===== config.mk =====
export PLATFORM = sky130hd
export DESIGN_NAME = running_mean_variance_stats
export DESIGN_NICKNAME = d
export VERILOG_FILES = /design/src/design/rmvs_pkg.sv /design/src/design/rmvs_queue.sv /design/src/design/rmvs_front.sv /design/src/design/rmvs_back.sv /design/src/design/running_mean_variance_stats.sv
export SDC_FILE = /design/constraint.sdc
export NUM_CORES = 2
export LEC_CHECK = 0
export BUFFER_PORTS_ARGS = -buffer_cell sky130_fd_sc_hd__buf_2
export CORE_MARGIN = 1
export CORE_UTILIZATION = 30
export DETAILED_ROUTE_END_ITERATION = 8
export HOLD_SLACK_MARGIN = 0.12
export PLACE_DENSITY = 0.51
export SLEW_MARGIN = 40
export SYNTH_ARGS = -nofsm -noshare
export SYNTH_HDL_FRONTEND = slang
export SYNTH_SLANG_ARGS = --single-unit
export TNS_END_PERCENT = 30

===== constraint.sdc =====
create_clock -name clk -period 23.7 [get_ports clk]
set_input_delay 1.185 -clock clk [delete_from_list [all_inputs] [get_ports clk]]
set_output_delay 1.185 -clock clk [all_outputs]
set_load 0.01 [all_outputs]

===== src/design/rmvs_pkg.sv =====
// Shared types and constants for the running mean/variance statistics block.
// Used by the front, queue, back and top-level modules; depends on nothing.
package rmvs_pkg;

  localparam int TIME_BITS_DEF  = 32;
  localparam int COUNT_BITS_DEF = 32;
  localparam int BLOCK_BITS_DEF = 16;

  // Port widths of the payload fields
  localparam int TIME_W  = 32;
  localparam int LINES_W = 16;
  localparam int TOTAL_W = 32;
  localparam int MEAN_W  = 33;
  localparam int VAR_W   = 63;
  localparam int STD_W   = 32;

  localparam int QUEUE_DEPTH = 2;
  localparam int QPTR_W      = $clog2(QUEUE_DEPTH);

  // One classified word handed from front to back
  typedef struct packed {
    logic [TIME_W-1:0]  t;
    logic [LINES_W-1:0] k;
    logic [TOTAL_W-1:0] n;
    logic [TIME_W-1:0]  earliest;
    logic [TIME_W-1:0]  latest;
    logic               ovf;
  } item_t;

  typedef enum logic [3:0] {
    ST_IDLE,
    ST_TT,
    ST_KTT,
    ST_KT,
    ST_NX,
    ST_XX,
    ST_NXX,
    ST_SUMX,
    ST_MEAN,
    ST_MM,
    ST_S2,
    ST_VAR,
    ST_SQRT,
    ST_DONE
  } back_state_t;

endpackage


===== src/design/rmvs_queue.sv =====
// Short queue of classified words between the front and the back.
// Depends on rmvs_pkg for item_t and the queue depth (a power of two).
module rmvs_queue
  import rmvs_pkg::*;
(
  input  logic  clk,
  input  logic  rst,
  input  logic  push,
  input  item_t push_item,
  input  logic  pop,
  output item_t head,
  output logic  full,
  output logic  empty
);

  item_t             slot [QUEUE_DEPTH];
  logic [QPTR_W-1:0] wr_ptr;
  logic [QPTR_W-1:0] rd_ptr;
  logic [QPTR_W:0]   count;

  assign full  = (count == (QPTR_W+1)'(QUEUE_DEPTH));
  assign empty = (count == '0);
  assign head  = slot[rd_ptr];

  always_ff @(posedge clk) begin
    if (rst) begin
      wr_ptr <= '0;
      rd_ptr <= '0;
      count  <= '0;
    end else begin
      if (push) wr_ptr <= wr_ptr + 1'b1;
      if (pop) rd_ptr <= rd_ptr + 1'b1;
      if (push && !pop) count <= count + 1'b1;
      else if (pop && !push) count <= count - 1'b1;
    end
  end

  always_ff @(posedge clk) begin
    if (push) slot[wr_ptr] <= push_item;
  end

endmodule


===== src/design/rmvs_front.sv =====
// Front end: takes input words, clamps the line count, tracks total, extremes
// and the sticky overflow, and pushes one classified word. Depends on rmvs_pkg.
module rmvs_front
  import rmvs_pkg::*;
#(
  parameter int TIME_BITS  = TIME_BITS_DEF,
  parameter int COUNT_BITS = COUNT_BITS_DEF,
  parameter int BLOCK_BITS = BLOCK_BITS_DEF
) (
  input  logic               clk,
  input  logic               rst,
  input  logic               in_valid,
  output logic               in_ready,
  input  logic [TIME_W-1:0]  timestamp,
  input  logic [LINES_W-1:0] line_count,
  input  logic               q_full,
  output logic               push,
  output item_t              push_item
);

  logic [COUNT_BITS-1:0] total;
  logic [TIME_BITS-1:0]  earliest;
  logic [TIME_BITS-1:0]  latest;
  logic                  ovf;

  logic [TIME_BITS-1:0]  t;
  logic [COUNT_BITS-1:0] k_ext;
  logic [COUNT_BITS-1:0] room;
  logic [COUNT_BITS-1:0] k_fit;
  logic                  clamp;
  logic [COUNT_BITS-1:0] total_next;
  logic [TIME_BITS-1:0]  earliest_next;
  logic [TIME_BITS-1:0]  latest_next;
  logic                  ovf_next;

  assign in_ready = !q_full;
  assign push     = in_valid && in_ready;

  always_comb begin
    t             = timestamp[TIME_BITS-1:0];
    k_ext         = COUNT_BITS'(line_count[BLOCK_BITS-1:0]);
    room          = {COUNT_BITS{1'b1}} - total;
    clamp         = (k_ext > room);
    k_fit         = clamp ? room : k_ext;
    total_next    = total + k_fit;
    ovf_next      = ovf || clamp;
    // a stored earliest of zero counts as unset
    earliest_next = ((earliest == '0) || (earliest > t)) ? t : earliest;
    latest_next   = (t > latest) ? t : latest;

    push_item.t        = TIME_W'(t);
    push_item.k        = LINES_W'(k_fit);
    push_item.n        = TOTAL_W'(total_next);
    push_item.earliest = TIME_W'(earliest_next);
    push_item.latest   = TIME_W'(latest_next);
    push_item.ovf      = ovf_next;
  end

  always_ff @(posedge clk) begin
    if (rst) begin
      total    <= '0;
      earliest <= '0;
      latest   <= '0;
      ovf      <= 1'b0;
    end else if (push) begin
      total    <= total_next;
      earliest <= earliest_next;
      latest   <= latest_next;
      ovf      <= ovf_next;
    end
  end

endmodule


===== src/design/rmvs_back.sv =====
// Back end: sequencer over a shift-add multiplier, a restoring divider and a
// bit-pair square root; keeps the sums and the result register. Uses rmvs_pkg.
module rmvs_back
  import rmvs_pkg::*;
#(
  parameter int TIME_BITS  = TIME_BITS_DEF,
  parameter int COUNT_BITS = COUNT_BITS_DEF,
  parameter int BLOCK_BITS = BLOCK_BITS_DEF
) (
  input  logic                clk,
  input  logic                rst,
  input  logic [TIME_BITS-1:0] ref_time,
  input  logic                q_empty,
  input  item_t               q_item,
  output logic                q_pop,
  output logic                out_valid,
  input  logic                out_ready,
  output logic [TOTAL_W-1:0]  total_lines,
  output logic [TIME_W-1:0]   earliest_time,
  output logic [TIME_W-1:0]   latest_time,
  output logic signed [MEAN_W-1:0] mean_value,
  output logic [VAR_W-1:0]    variance_value,
  output logic [STD_W-1:0]    std_deviation,
  output logic                overflow_flag
);

  localparam int SW = COUNT_BITS + TIME_BITS;     // linear sum
  localparam int QW = COUNT_BITS + 2 * TIME_BITS; // sum of squares
  localparam int MW = 2 * SW;                      // square of the linear sum
  localparam int CW = $clog2(MW + 1);

  back_state_t state, state_next;
  logic        phase;

  item_t       it;
  logic [TIME_BITS-1:0]   it_t;
  logic [BLOCK_BITS-1:0]  it_k;
  logic [COUNT_BITS-1:0]  it_n;

  logic [SW-1:0]          time_sum;
  logic [QW-1:0]          sq;
  logic [2*TIME_BITS-1:0] tt;
  logic [SW-1:0]          mag;
  logic                   neg;
  logic [QW-1:0]          qs;
  logic [MEAN_W-1:0]      mean_r;
  logic [VAR_W-1:0]       var_r;
  logic [STD_W-1:0]       std_r;

  // multiplier
  logic [MW-1:0] ma, acc, mac_a, mac_init;
  logic [SW-1:0] mb, mac_b;
  logic          is_mac, mac_done;
  // divider
  logic [MW-1:0]         dq, div_val;
  logic [COUNT_BITS-1:0] rem, dvs, div_dvs;
  logic [CW-1:0]         dcnt, div_cnt;
  logic                  is_div, div_done;
  logic [COUNT_BITS:0]   rem_sh;
  logic                  rem_ge;
  logic [COUNT_BITS:0]   rem_sub;
  // square root
  logic [VAR_W-1:0] sv, sr, sbit;
  logic [VAR_W:0]   s_sum;
  logic             s_ge, sqrt_done;

  logic [SW-1:0]     mean_src;
  logic [MEAN_W-1:0] q33;
  logic              out_free;

  assign it_t = it.t[TIME_BITS-1:0];
  assign it_k = it.k[BLOCK_BITS-1:0];
  assign it_n = it.n[COUNT_BITS-1:0];

  // each unit only reports done while it is the one in use
  assign mac_done  = is_mac && phase && (mb == '0);
  assign div_done  = is_div && phase && (dcnt == '0);
  assign sqrt_done = (state == ST_SQRT) && phase && (sbit == '0);
  assign out_free  = !out_valid || out_ready;
  assign q_pop     = (state == ST_IDLE) && !q_empty;

  assign rem_sh  = {rem, dq[MW-1]};
  assign rem_ge  = (rem_sh >= {1'b0, dvs});
  assign rem_sub = rem_sh - {1'b0, dvs};
  assign s_sum   = {1'b0, sr} + {1'b0, sbit};
  assign s_ge    = ({1'b0, sv} >= s_sum);
  assign mean_src = acc[SW-1:0];
  assign q33      = dq[MEAN_W-1:0];

  always_comb begin
    state_next = state;
    is_mac     = 1'b0;
    is_div     = 1'b0;
    mac_a      = '0;
    mac_b      = '0;
    mac_init   = '0;
    div_val    = '0;
    div_cnt    = '0;
    div_dvs    = '0;
    unique case (state)
      ST_IDLE: if (!q_empty) state_next = ST_TT;
      ST_TT: begin
        is_mac = 1'b1;
        mac_a  = MW'(it_t);
        mac_b  = SW'(it_t);
        if (phase && (mb == '0)) state_next = ST_KTT;
      end
      ST_KTT: begin
        is_mac   = 1'b1;
        mac_a    = MW'(tt);
        mac_b    = SW'(it_k);
        mac_init = MW'(sq);
        if (phase && (mb == '0)) state_next = ST_KT;
      end
      ST_KT: begin
        is_mac   = 1'b1;
        mac_a    = MW'(it_t);
        mac_b    = SW'(it_k);
        mac_init = MW'(time_sum);
        if (phase && (mb == '0)) begin
          if (ref_time != '0) state_next = ST_NX;
          else state_next = (it_n != '0) ? ST_MEAN : ST_DONE;
        end
      end
      ST_NX: begin
        is_mac = 1'b1;
        mac_a  = MW'(ref_time);
        mac_b  = SW'(it_n);
        if (phase && (mb == '0)) state_next = ST_XX;
      end
      ST_XX: begin
        is_mac = 1'b1;
        mac_a  = MW'(ref_time);
        mac_b  = SW'(ref_time);
        if (phase && (mb == '0)) state_next = ST_NXX;
      end
      ST_NXX: begin
        is_mac   = 1'b1;
        mac_a    = MW'(tt);
        mac_b    = SW'(it_n);
        mac_init = MW'(qs);
        if (phase && (mb == '0)) state_next = ST_SUMX;
      end
      ST_SUMX: begin
        is_mac = 1'b1;
        mac_a  = MW'(time_sum);
        mac_b  = SW'({ref_time, 1'b0});
        if (phase && (mb == '0)) state_next = (it_n != '0) ? ST_MEAN : ST_DONE;
      end
      ST_MEAN: begin
        is_div  = 1'b1;
        div_val = {mag, {SW{1'b0}}};
        div_cnt = CW'(SW);
        div_dvs = it_n;
        if (phase && (dcnt == '0)) state_next = (it_n > COUNT_BITS'(1)) ? ST_MM : ST_DONE;
      end
      ST_MM: begin
        is_mac = 1'b1;
        mac_a  = MW'(mag);
        mac_b  = mag;
        if (phase && (mb == '0)) state_next = ST_S2;
      end
      ST_S2: begin
        is_div  = 1'b1;
        div_val = acc;
        div_cnt = CW'(MW);
        div_dvs = it_n;
        if (phase && (dcnt == '0)) state_next = ST_VAR;
      end
      ST_VAR: begin
        is_div  = 1'b1;
        div_val = {qs, {(MW-QW){1'b0}}};
        div_cnt = CW'(QW);
        div_dvs = it_n - COUNT_BITS'(1);
        if (phase && (dcnt == '0)) state_next = ST_SQRT;
      end
      ST_SQRT: if (sqrt_done) state_next = ST_DONE;
      ST_DONE: if (out_free) state_next = ST_IDLE;
      default: state_next = ST_IDLE;
    endcase
  end

  always_ff @(posedge clk) begin
    if (rst) state <= ST_IDLE;
    else state <= state_next;
  end

  // control and running sums
  always_ff @(posedge clk) begin
    if (rst) begin
      phase         <= 1'b0;
      time_sum      <= '0;
      sq            <= '0;
      out_valid     <= 1'b0;
      total_lines   <= '0;
      overflow_flag <= 1'b0;
    end else begin
      if (out_valid && out_ready) out_valid <= 1'b0;
      if (is_mac || is_div || state == ST_SQRT) begin
        if (!phase) phase <= 1'b1;
        else if (mac_done || div_done || sqrt_done) phase <= 1'b0;
      end
      if (mac_done && state == ST_KTT) sq <= acc[QW-1:0];
      if (mac_done && state == ST_KT) time_sum <= acc[SW-1:0];
      if (state == ST_DONE && out_free) begin
        out_valid     <= 1'b1;
        total_lines   <= it.n;
        overflow_flag <= it.ovf;
      end
    end
  end

  // arithmetic units
  always_ff @(posedge clk) begin
    if (is_mac) begin
      if (!phase) begin
        ma  <= mac_a;
        mb  <= mac_b;
        acc <= mac_init;
      end else if (!mac_done) begin
        if (mb[0]) acc <= acc + ma;
        ma <= ma << 1;
        mb <= mb >> 1;
      end
    end
    if (is_div) begin
      if (!phase) begin
        dq   <= div_val;
        dcnt <= div_cnt;
        dvs  <= div_dvs;
        rem  <= '0;
      end else if (!div_done) begin
        rem  <= rem_ge ? rem_sub[COUNT_BITS-1:0] : rem_sh[COUNT_BITS-1:0];
        dq   <= {dq[MW-2:0], rem_ge};
        dcnt <= dcnt - 1'b1;
      end
    end
    if (state == ST_SQRT) begin
      if (!phase) begin
        sv   <= var_r;
        sr   <= '0;
        sbit <= {1'b1, {(VAR_W-1){1'b0}}};
      end else if (!sqrt_done) begin
        if (s_ge) begin
          sv <= sv - s_sum[VAR_W-1:0];
          sr <= (sr >> 1) + sbit;
        end else begin
          sr <= sr >> 1;
        end
        sbit <= sbit >> 2;
      end
    end
  end

  // per-item datapath
  always_ff @(posedge clk) begin
    case (state)
      ST_IDLE: if (!q_empty) begin
        it     <= q_item;
        mean_r <= '0;
        var_r  <= '0;
        std_r  <= '0;
      end
      ST_TT: if (mac_done) tt <= acc[2*TIME_BITS-1:0];
      ST_KT: if (mac_done) begin
        mag <= mean_src;
        qs  <= sq;
        neg <= 1'b0;
      end
      ST_NX: if (mac_done) begin
        // age sum is n*ref minus the time sum; track its sign apart
        if (mean_src >= time_sum) begin
          mag <= mean_src - time_sum;
          neg <= 1'b0;
        end else begin
          mag <= time_sum - mean_src;
          neg <= 1'b1;
        end
      end
      ST_XX: if (mac_done) tt <= acc[2*TIME_BITS-1:0];
      ST_NXX: if (mac_done) qs <= acc[QW-1:0];
      ST_SUMX: if (mac_done) qs <= qs - acc[QW-1:0];
      ST_MEAN: if (div_done) mean_r <= neg ? (MEAN_W'(0) - q33) : q33;
      ST_S2: if (div_done) qs <= qs - dq[QW-1:0];
      ST_VAR: if (div_done) var_r <= dq[VAR_W-1:0];
      ST_SQRT: if (sqrt_done) std_r <= sr[STD_W-1:0];
      ST_DONE: if (out_free) begin
        earliest_time  <= it.earliest;
        latest_time    <= it.latest;
        mean_value     <= mean_r;
        variance_value <= var_r;
        std_deviation  <= std_r;
      end
      default: ;
    endcase
  end

endmodule


===== src/design/running_mean_variance_stats.sv =====
// Top level of the running mean/variance statistics block.
// Depends on rmvs_pkg, rmvs_front, rmvs_queue and rmvs_back.
//
// Usage: each input word (timestamp, line_count) is taken on in_valid and
// in_ready. One result word per input leaves on out_valid and out_ready:
// running total, earliest and latest time, truncated mean, truncated sample
// variance, its floor square root and a sticky overflow flag.
// reference_time is written through cfg_write_en/cfg_write_data; the user is
// to write it only while idle, which the block itself does not enforce. When
// nonzero, mean and variance are taken over ages (reference minus t).
// The front updates the count and extremes in the cycle it takes a word and
// queues it (two words deep). The back works one word at a time through a
// one-bit-per-cycle shift-add multiplier, a restoring divider and a
// bit-pair square root; the 128-step division of the squared sum takes the
// largest share of an item's time.
// When the receiver stalls the finished result holds in the output register;
// the front keeps taking words until the queue fills.
// Reset (synchronous) clears all sums, extremes, the flag and out_valid.
module running_mean_variance_stats
  import rmvs_pkg::*;
#(
  parameter int TIME_BITS  = TIME_BITS_DEF,
  parameter int COUNT_BITS = COUNT_BITS_DEF,
  parameter int BLOCK_BITS = BLOCK_BITS_DEF
) (
  input  logic                     clk,
  input  logic                     rst,
  input  logic                     cfg_write_en,
  input  logic [TIME_W-1:0]        cfg_write_data,
  input  logic                     in_valid,
  output logic                     in_ready,
  input  logic [TIME_W-1:0]        timestamp,
  input  logic [LINES_W-1:0]       line_count,
  output logic                     out_valid,
  input  logic                     out_ready,
  output logic [TOTAL_W-1:0]       total_lines,
  output logic [TIME_W-1:0]        earliest_time,
  output logic [TIME_W-1:0]        latest_time,
  output logic signed [MEAN_W-1:0] mean_value,
  output logic [VAR_W-1:0]         variance_value,
  output logic [STD_W-1:0]         std_deviation,
  output logic                     overflow_flag
);

  logic [TIME_W-1:0] reference_time;
  logic              q_full, q_empty, push, pop;
  item_t             push_item, head;

  always_ff @(posedge clk) begin
    if (rst) reference_time <= '0;
    else if (cfg_write_en) reference_time <= cfg_write_data;
  end

  rmvs_front #(
    .TIME_BITS (TIME_BITS),
    .COUNT_BITS(COUNT_BITS),
    .BLOCK_BITS(BLOCK_BITS)
  ) u_front (
    .clk       (clk),
    .rst       (rst),
    .in_valid  (in_valid),
    .in_ready  (in_ready),
    .timestamp (timestamp),
    .line_count(line_count),
    .q_full    (q_full),
    .push      (push),
    .push_item (push_item)
  );

  rmvs_queue u_queue (
    .clk      (clk),
    .rst      (rst),
    .push     (push),
    .push_item(push_item),
    .pop      (pop),
    .head     (head),
    .full     (q_full),
    .empty    (q_empty)
  );

  rmvs_back #(
    .TIME_BITS (TIME_BITS),
    .COUNT_BITS(COUNT_BITS),
    .BLOCK_BITS(BLOCK_BITS)
  ) u_back (
    .clk           (clk),
    .rst           (rst),
    .ref_time      (reference_time[TIME_BITS-1:0]),
    .q_empty       (q_empty),
    .q_item        (head),
    .q_pop         (pop),
    .out_valid     (out_valid),
    .out_ready     (out_ready),
    .total_lines   (total_lines),
    .earliest_time (earliest_time),
    .latest_time   (latest_time),
    .mean_value    (mean_value),
    .variance_value(variance_value),
    .std_deviation (std_deviation),
    .overflow_flag (overflow_flag)
  );

  // overflow is sticky until reset
  a_ovf_sticky: assert property (@(posedge clk) disable iff (rst)
    !$past(rst) |-> !$fell(overflow_flag))
    else $error("overflow flag cleared without reset");

  a_total_monotonic: assert property (@(posedge clk) disable iff (rst)
    !$past(rst) |-> (total_lines >= $past(total_lines)))
    else $error("line total went down");

  a_var_few_lines: assert property (@(posedge clk) disable iff (rst)
    (out_valid && (total_lines < TOTAL_W'(2))) |->
      ((variance_value == '0) && (std_deviation == '0)))
    else $error("variance nonzero with fewer than two lines");

endmodule


==> impl_metrics.ini <==
[yosys]
syn-num-nets = 11900
ys_ff_latch = 1990
syn_area_per_cell_um2 = 10.2
async_flop_share_pct = 0
yosysTopAreaCell = edfxtp_1
yosysSeqAreaShare_pct = 49.4
ys.flop_type = edfxtp_1
synth-simple-area-share_pct = 12.2
synthMuxAreaShare_pct = 4.20
synth_edf_count = 1658
synth.distinct_cells = 107
synth_top_area_share_pct = 43.6
ys_warn_count = 0
synth_common_cells = edfxtp_1 (1658), nand2_1 (1297), a21oi_1 (1100)
synthCells = 11200
synth_xor_area_share_pct = 4.21
synth_most_common_cell = edfxtp_1
synth.top_cells.by_area = edfxtp_1 (44%), ha_1 (6.7%), dfxtp_1 (5.8%)
netlist_area_um2 = 114000
synth-compound-area-share_pct = 19.6
synth_top_family_by_area = compound AO/OA/AOI/OAI gates
synth_adder_area_share_pct = 6.80

[sta]
setup_violations = 0
fin_skew_ns = 0.138
fin_setup_tns_ns = 0
relSlewSlack_pct = 38.6
finalCriticalPeriod_ns = 7.35
tightest_slew_ns = 0.912
max_freq_mhz = 136
final_hold_viol_count = 0
finalCritPeriodShare_pct = 31.0
drv_slew = 0
fin_ws_ns = 16.35
rsz0062_at_grt = false

[drt]
drt.antenna.violating_nets = 0
wl_per_cell_um = 26.5
wl_um = 438000
via_count = 91400
firstDrtPassIters = 9
remaining_drc_errors = 15
drt_iter0_drc = 10200
via_per_inst = 5.53

[global_route]
grt_pass1_wl_um = 625000
grt_max_degree = 152
grt_usage_pct = 22.0
grt_pass1_vias = 86400
grt-ovfl-total = 0
antenna_found_initial = 76

[power]
power.density_nw_per_um2 = 124
ir_worst_vdd_mv = 0.0810
p_comb_share_pct = 41.3
power_frac_clock_pct = 22.9
power_leakage_nw = 46.5
p_switching_mw = 6.72
netSwitchingFraction_pct = 42.0
p_int_mw = 9.27
power_frac_seq_pct = 35.7
total_power_mw = 16.0

[die]
die_area_um2 = 383000
core_area_um2 = 379000
initial_core_util_pct = 30.1
die_w_um = 619
io_pins = 312
num_rows = 226
die_y_um = 619

[worst_setup_path]
crit_type = reg2reg
cp.required_ns = 24.24
worst_setup_path_end_kind = flop
startpoint = u_back.sbit[0]
cp_max_fo = 63
reg2reg_from = u_back.sbit[0]
startpoint_type = flop
critPathArrivalTime_ns = 7.88

[cts]
htree_levels = 4
hold_buffers = 0
cts_tree = built
clock_latency_ns = 0.96
cts_setup_buffers = 0
cts_buffers = 223
cts.repair.resized = 0
clockRootBuffer = clkbuf_16
path_clk_slew_ns = 0.06
cts_buffer_depth = 4
cts.sinks = 1990

[finish]
drive_gt1_share_pct = 10.6
areaGrowthSynthToFinish_pct = 13.2
final_util_pct = 34.1
nNetsFinal = 12000
final_area_um2 = 129000
fillers = 38600

[placement]
dp_slack_ns = 16.20
place_area_um2 = 121000
io_buffers = 311
dp_hpwl_um = 331000
routabilityCongestion = 0.986

[outcome]
violations = design-rule violations
status = complete, but fails checks

[min_path]
min_path_type = reg2reg
min_from = u_back.it[1]

[run]
drv_cap = 0
## critical path: stages (launching register included)
cell	delay [ns]
edfxtp_1	0.42
ha_1	0.24
ha_1	0.21
a21o_1	0.20
a31oi_1	0.32
o21ai_1	0.17
a21oi_1	0.39
o31ai_1	0.20
a31oi_1	0.58
nor2b_1	0.24
o21ai_0	0.16
a21oi_1	0.22
o21bai_1	0.08
nand2_1	0.08
xor2_1	0.07
ha_1	0.39
nand3_1	0.14
nor3_1	0.33
and3_1	0.31
or3b_2	0.15
a2bb2oi_1	0.14
o311ai_1	0.12
nand3b_1	0.26
a21oi_4	0.13
a2111o_1	0.37
buf_4	0.26
a21oi_4	0.20
buf_6	0.53
## stage by stage
step                std cells  hold WS, ns
global placement        16100        0.401
floorplan               11200        0.400
CTS                     16500        0.384
detailed placement      16100        0.405
global route            16500        0.419
finish                  16500        0.408
## routing by layer
metal  vias to the layer above  wire, um  global-route usage, %
met5                         -       311                      0
met4                        52     21500                   9.63
met3                       724     33500                   3.54
met2                      3562    189000                   33.5
met1                     45100    194000                   30.7
li1                      42000         -                      -
## cells by family (layout without fill, tap and decap cells)
group           count (synthesis)  in the layout
other cells                     0             24
simple gates                 3066           3066
compound gates               3502           3502
xor+xnor                      549            549
fa+ha+maj                     617            617
flops                        1990           1990
mux                           451            451
buf+inv                      1059           1308
## flip-flops by register name, indices dropped and copies added (netlist names), 33 cells and up
signal                 cells
u_back.time_sum           64
u_back.it                 65
u_back.variance_value     63
u_back.qs                 96
u_back.mean_value         33
u_back.dq                128
u_back.acc               128
u_back.mb                 64
u_back.sq                 96
u_back.ma                128
u_back.mean_r             33
u_queue.slot             290
u_back.mag                64
u_back.sv                 63
u_back.tt                 64
u_back.sr                 63
u_back.var_r              63
## path summary, 6_finish.rpt
path	end	slack, ns	cells past startpoint
max	u_back.sv[62]	16.35	27
min	u_back.latest_time[0]	0.41	0
max reg2reg	u_back.sv[62]	16.35	27
min reg2reg	u_back.latest_time[0]	0.41	0
## cell type report
class	count	area (um^2)	area share [%]
antenna	24	60.1	0.0465
clock buffer	302	6140	4.75
clock inverter	108	1420	1.10
inverter	413	1580	1.22
multi-input combinational	8185	54100	41.9
sequential	1990	56400	43.7
tap	5016	6280	4.85
timing repair buffer	485	3220	2.49
## placed cells by master (no fill, tap or decap), types with 225 or more instances in the layout
| cell | n |
|---|---|
| edfxtp_1 | 1658 |
| nand2_1 | 1291 |
| a21oi_1 | 1096 |
| o21ai_0 | 746 |
| nor2_1 | 698 |
| ha_1 | 610 |
| inv_1 | 409 |
| a21o_1 | 335 |
| dfxtp_1 | 330 |
| buf_2 | 309 |
| xnor2_1 | 292 |
| xor2_1 | 256 |
| mux2_2 | 229 |
| clkbuf_16 | 225 |
## power groups by stage
stage | sequential, mW | clock [mW] | combinational (mW)
finish | 5.71 | 3.67 | 6.61
global route | 5.75 | 3.85 | 7.13
CTS | 5.68 | 3.73 | 6.50
detailed placement | 5.75 | 0 | 6.46
global placement | 5.75 | 0 | 6.47
floorplan | 5.37 | 0 | 4.43
Note: power is estimated with default switching activity, not from simulation.
